===== config.mk =====
export PLATFORM = sky130hd
export DESIGN_NAME = rtpl_merge
export DESIGN_NICKNAME = d
export VERILOG_FILES = /design/src/hw/rtl/rtpl_pkg.sv /design/src/hw/rtl/rtpl_merge.sv
export VERILOG_INCLUDE_DIRS = /design/src /design/src/hw/rtl
export SDC_FILE = /design/constraint.sdc
export NUM_CORES = 1
export LEC_CHECK = 0
export BUFFER_PORTS_ARGS = -buffer_cell sky130_fd_sc_hd__buf_2
export CORE_ASPECT_RATIO = 1.5
export CORE_MARGIN = 2
export CORE_UTILIZATION = 50
export CTS_CLUSTER_DIAMETER = 100
export CTS_CLUSTER_SIZE = 10
export DETAILED_ROUTE_END_ITERATION = 7
export PLACE_DENSITY = 0.81
export SYNTH_ARGS = -nofsm -noshare
export SYNTH_HDL_FRONTEND = slang
export SYNTH_SLANG_ARGS = --single-unit

===== constraint.sdc =====
create_clock -name clock -period 8.85 [get_ports clock]
set_input_delay 1.3275 -clock clock [delete_from_list [all_inputs] [get_ports clock]]
set_output_delay 1.3275 -clock clock [all_outputs]
set_load 0.01 [all_outputs]

===== src/hw/rtl/rtp_l24_audio_packetizer_macros.svh =====
// Assertion macros for the RTP L24 packetizer
`ifndef RTP_L24_AUDIO_PACKETIZER_MACROS_SVH
`define RTP_L24_AUDIO_PACKETIZER_MACROS_SVH
`ifndef SYNTHESIS
`define RTPL_ASSERT_IMP(label, clk, rst, ante, cons, msg) \
   label: assert property (@(posedge clk) disable iff (rst) (ante) |-> (cons)) else $error(msg);
`define RTPL_ASSERT_NXT(label, clk, rst, ante, cons, msg) \
   label: assert property (@(posedge clk) disable iff (rst) (ante) |=> (cons)) else $error(msg);
`else
`define RTPL_ASSERT_IMP(label, clk, rst, ante, cons, msg)
`define RTPL_ASSERT_NXT(label, clk, rst, ante, cons, msg)
`endif
`endif


===== src/hw/rtl/rtpl_pkg.sv =====
package rtpl_pkg;
   localparam int FRAMES_PER_PACKET_DEF = 48;
   localparam int MAX_CHANNELS_DEF = 8;
   localparam int HDR_BYTES = 12;
   localparam logic [3:0] DEFAULT_CHANNELS = 4'd2;
   localparam logic [7:0] RTP_VERSION_BYTE = 8'h80;
   localparam logic [6:0] PT_RESET = 7'd96;
   localparam logic [31:0] SSRC_RESET = 32'h1122_3344;
   localparam logic [1:0] REG_CHANNELS = 2'd0;
   localparam logic [1:0] REG_PT = 2'd1;
   localparam logic [1:0] REG_SSRC = 2'd2;
   localparam logic [1:0] REG_SEQ = 2'd3;
   localparam logic [31:0] SCALE_F32 = 32'h4AFF_FFFE; // 8388607.0f
endpackage


===== src/hw/rtl/rtpl_merge.sv =====
`include "rtp_l24_audio_packetizer_macros.svh"
// Byte serializer: header (when hdr is set) then lane words, one byte per beat.
module rtpl_merge #(
   parameter int MAX_CHANNELS = rtpl_pkg::MAX_CHANNELS_DEF
) (
   input  logic        clock,
   input  logic        reset,
   input  logic        load,
   input  logic        hdr,
   input  logic        last_pkt,
   input  logic [3:0]  nch,
   input  logic [95:0] hdr_bytes,
   input  logic [24*MAX_CHANNELS-1:0] words,
   output logic        busy,
   output logic        rsp_valid,
   input  logic        rsp_stall,
   output logic [7:0]  rsp_out_byte,
   output logic        rsp_last_of_item,
   output logic        rsp_last_of_packet
);
   localparam int TOT = rtpl_pkg::HDR_BYTES + 3 * MAX_CHANNELS;
   localparam int CW = $clog2(TOT + 1);
   logic [8*TOT-1:0] buf_ff, buf_in;
   logic [CW-1:0]    left_ff, left_in;
   logic             pkt_ff, pkt_in;
   logic [CW-1:0]    n;

   always_comb begin
      n = CW'(3 * nch) + (hdr ? CW'(rtpl_pkg::HDR_BYTES) : CW'(0));
      buf_in = buf_ff;
      left_in = left_ff;
      pkt_in = pkt_ff;
      if (load) begin
         buf_in = '0;
         for (int c = 0; c < MAX_CHANNELS; c++)
            buf_in[8*TOT-1-8*rtpl_pkg::HDR_BYTES-24*c -: 24] = words[24*c +: 24];
         if (hdr) buf_in[8*TOT-1 -: 96] = hdr_bytes;
         else buf_in = buf_in << (8 * rtpl_pkg::HDR_BYTES);
         left_in = n;
         pkt_in = last_pkt;
      end else if (rsp_valid && !rsp_stall) begin
         buf_in = buf_ff << 8;
         left_in = left_ff - CW'(1);
      end
   end

   always_ff @(posedge clock) begin
      if (reset) begin
         left_ff <= '0;
         pkt_ff <= 1'b0;
      end else begin
         left_ff <= left_in;
         pkt_ff <= pkt_in;
      end
      buf_ff <= buf_in;
   end

   assign rsp_valid = (left_ff != '0);
   assign busy = (left_ff > CW'(1)) || (rsp_valid && rsp_stall);
   assign rsp_out_byte = buf_ff[8*TOT-1 -: 8];
   assign rsp_last_of_item = (left_ff == CW'(1));
   assign rsp_last_of_packet = rsp_last_of_item && pkt_ff;

   `RTPL_ASSERT_IMP(a_noload_busy, clock, reset, load, !busy, "load while busy")
   `RTPL_ASSERT_NXT(a_hold, clock, reset, rsp_valid && rsp_stall, left_ff == $past(left_ff), "count moved")
   `RTPL_ASSERT_IMP(a_pkt_last, clock, reset, rsp_last_of_packet, rsp_last_of_item, "flag order")
endmodule


==> key figures <==
Routing
  • Number of DRC markers in iteration 0: between 900 and 1000
  • DRC viols: 0
  • Routed wire length: 38600 µm
  • Vias: around 10000
  • Antenna-violating nets left: 0
  • Via/cell ratio: between 5 and 6
  • Pre-antenna DRT Iters: 5
  • DR WL/cell: 22.1 µm

STA
  • Fin. Hold Viols: 0
  • Sum Neg Setup Slack: 0 ns
  • Slew @ Worst Pin: about 1.1 ns
  • Slew Limit Fails: 0
  • Slew HR: about a quarter
  • Final Cycle Share: approximately 44%
  • FMAX: 254 MHz
  • Endpoints failing setup: 0
  • Final Hold Slack: 0.518 ns
  • Post-layout min period: ~4 ns
  • Clock Skew: slightly below 0.01 ns
  • RSZ-0062 raised after global routing: no

Worst setup path
  • Worst-path fanout max: between 150 and 200
  • Element type at the critical path end: flop
  • Worst r2r src: left_ff[0]$_SDFFE_PP0P_
  • Flop2flop setup slack: ~5.8 ns
  • Arrival @ worst endpoint: 4.26 ns
  • Startpoint Class: primary input
  • Kind of critical path: in2reg
  • R2r endpoint: buf_ff[217]$_DFFE_PP_
  • R2R depth: 5
  • WP data required: slightly above 9 ns

Synth
  • Post-synthesis register bit count: about 300
  • Synthesized-area fraction occupied by adder cells: under 10%
  • Combinational family with the most area after synthesis: multiplexers
  • Top post-synthesis cells by area: edfxtp_1, mux2i_1, a21oi_1, a22o_1, nor2_1
  • Cell taking the most area after synthesis: edfxtp_1
  • Mapped Nets: approximately 1400
  • Prevailing post-synth register cell: edfxtp_1
  • Asr flop ratio synth: 0%
  • Mux contribution to synthesized area: 13.6%
  • Synth top cells by count: edfxtp_1, nor2_1, a21oi_1
  • Area fraction in compound gates after synthesis: between 10 and 15%
  • Syn avg cell area: between 10 and 15 µm²
  • Ys Warns: 0
  • Seq/Total Area, Yosys: 62.0%
  • Simple logic cell fraction of the synthesized area: under 10%
  • Netlist cell types: 40
  • Area fraction of the dominant cell type after synthesis: between 60% and 70%
  • EDFF count, synth: between 200 and 300
  • Most frequent cell after synthesis: edfxtp_1
  • Post-synthesis xor/xnor area fraction: 0.0618%
  • Post-Syn Area: around 14000 µm²
  • Post-synthesis cell count: 1133

Clocking
  • H-tree levels: 2
  • Setup Fix Bufs, Post-CTS: 0
  • Clk buf depth: 3
  • Root Driver: clkbuf_16
  • Post-cts hold buffer count: 0
  • Clock edge transition at the registers on the reported setup and hold paths: ~0.060 ns
  • Post_cts resized: 0
  • Num CTS Buffers: 35
  • TritonCTS clock tree: yes
  • Clock sinks: about 300
  • Worst skew pair latency: just under 0.5 ns

Worst hold path
  • Hold WC Path Type: reg2reg
  • Hold Path Sink: pkt_ff$_SDFFE_PP0P_
  • Hold Crit Depth: 2
  • Worst hold start: pkt_ff$_SDFFE_PP0P_

Pwr
  • Total power: ~3.5 mW
  • Static leakage: around 7.1 nW
  • Switching Share: 24.6%
  • Pint: roughly 2.7 mW
  • Comb pwr share: 13.4%
  • Clock share of power: 34.3%
  • Power Density: roughly 210 nW/µm²
  • Worst VDD drop: 0.138 mV
  • Seq pwr share: between 50% and 60%
  • Net load switching power: between 800 and 900 µW

Global route
  • First-pass GRT wire length: between 50000 and 60000 µm
  • Total gr overflow: 0
  • Largest net degree at the start of global routing: 173
  • GRT Overall Usage: about a quarter
  • Initial antenna violation count: 4
  • Vias in the first global route: roughly 10000

Final layout
  • Finished Layout Cells: between 1500 and 2000
  • Nets: 1699
  • Core Util, Final: between 50% and 60%
  • Layout cells sized above 1: approximately 26%
  • Area growth syn-to-layout: 18.1%

Job
  • MaxCap Viol Count: 0

Placement
  • Dpl hpwl: between 20000 and 30000 µm
  • Placed Cells: 1700
  • Placer Congestion: between 0.9 and 1
  • Port Buffers: 309

Floorplan
  • Chip Height: roughly 210 µm
  • Initial core utilization: between 50% and 60%
  • Ports: between 300 and 400
  • Core region area: about 28000 µm²
  • Die Area: roughly 30000 µm²
  • Row count: 75
  • Die Wd: between 100 and 150 µm

Outcome
  • Status: complete, no violations
placed cells by master, fill, tap and decap left out, types with 2 or more instances in the layout:
| cell type | n |
|---|---|
| a21o_1 | 3 |
| a21oi_1 | 195 |
| a22o_1 | 88 |
| and3_1 | 9 |
| buf_2 | 307 |
| buf_4 | 7 |
| buf_8 | 2 |
| clkbuf_1 | 5 |
| clkbuf_16 | 35 |
| dfxtp_1 | 7 |
| diode_2 | 3 |
| edfxtp_1 | 288 |
| fa_1 | 3 |
| ha_1 | 7 |
| inv_1 | 12 |
| mux2i_1 | 193 |
| nand2_1 | 2 |
| nor2_1 | 197 |
| nor3_1 | 2 |
| nor4_1 | 2 |
| o2111a_1 | 2 |
| o211ai_1 | 3 |
| o221ai_1 | 2 |
| or3_1 | 2 |
through the flow:
| step | instance area, µm² | setup slack, ns |
|---|---|---|
| finish | 16700 | 4.92 |
| global route | 16700 | 4.55 |
| CTS | 16700 | 4.92 |
| detailed placement | 15800 | 4.40 |
| global placement | 15800 | 4.45 |
| floorplan | 14200 | 0.136 |
cell families (layout without fill, tap and decap cells):
logic type | after synthesis | after routing
AO/OA/AOI/OAI | 302 | 302
XOR/XNOR | 1 | 1
adder cells (fa/ha/maj) | 10 | 10
buffers and inverters | 110 | 373
flip-flops | 295 | 295
multiplexers | 193 | 193
other | 0 | 3
AND/OR/NAND/NOR | 222 | 222
worst max-delay path by stage:
stage	cells after the start	start	to
3_3_place_gp	4	load	buf_ff[239]$_DFFE_PP_
6_report	5	load	buf_ff[149]$_DFFE_PP_
4_1_cts	4	load	buf_ff[148]$_DFFE_PP_
3_5_place_dp	4	load	buf_ff[239]$_DFFE_PP_
5_1_grt	5	load	buf_ff[123]$_DFFE_PP_
2_1_floorplan	3	load	buf_ff[0]$_SDFFCE_PN0P_
layout make-up:
cell class,instances,area (µm²)
antenna,3,7.51
clock buffer,40,895
clock inverter,2,16.3
fill,2206,11200
inverter,14,53.8
multi-input combinational,728,4900
sequential,295,8790
tap,346,433
timing repair buffer,317,1640
registers in the layout, indices dropped and copies added (netlist names):
signal and flops:
left_ff 6, pkt_ff 1, buf_ff 288
critical path, stage by stage:
cell and delay, ns:
buf_8 0.52, buf_4 0.96, buf_4 0.92, nor2_1 0.15, a21oi_1 0.18
power by group through the flow:
stage / clock network, mW / registers, mW / logic (mW)
floorplan: 0 / 1.86 / 0.297
global placement: 0 / 1.87 / 0.457
detailed placement: 0 / 1.87 / 0.469
CTS: 1.23 / 1.85 / 0.473
global route: 1.28 / 1.86 / 0.518
finish: 1.22 / 1.85 / 0.474
routing by layer:
layer / track usage (%) / routed length, µm
met4: 11.3 / 1780
met1: 30.2 / 14100
met5: 0 / 13
met3: 3.98 / 2670
met2: 45.5 / 20100
Note: power is estimated with default switching activity, not from simulation.
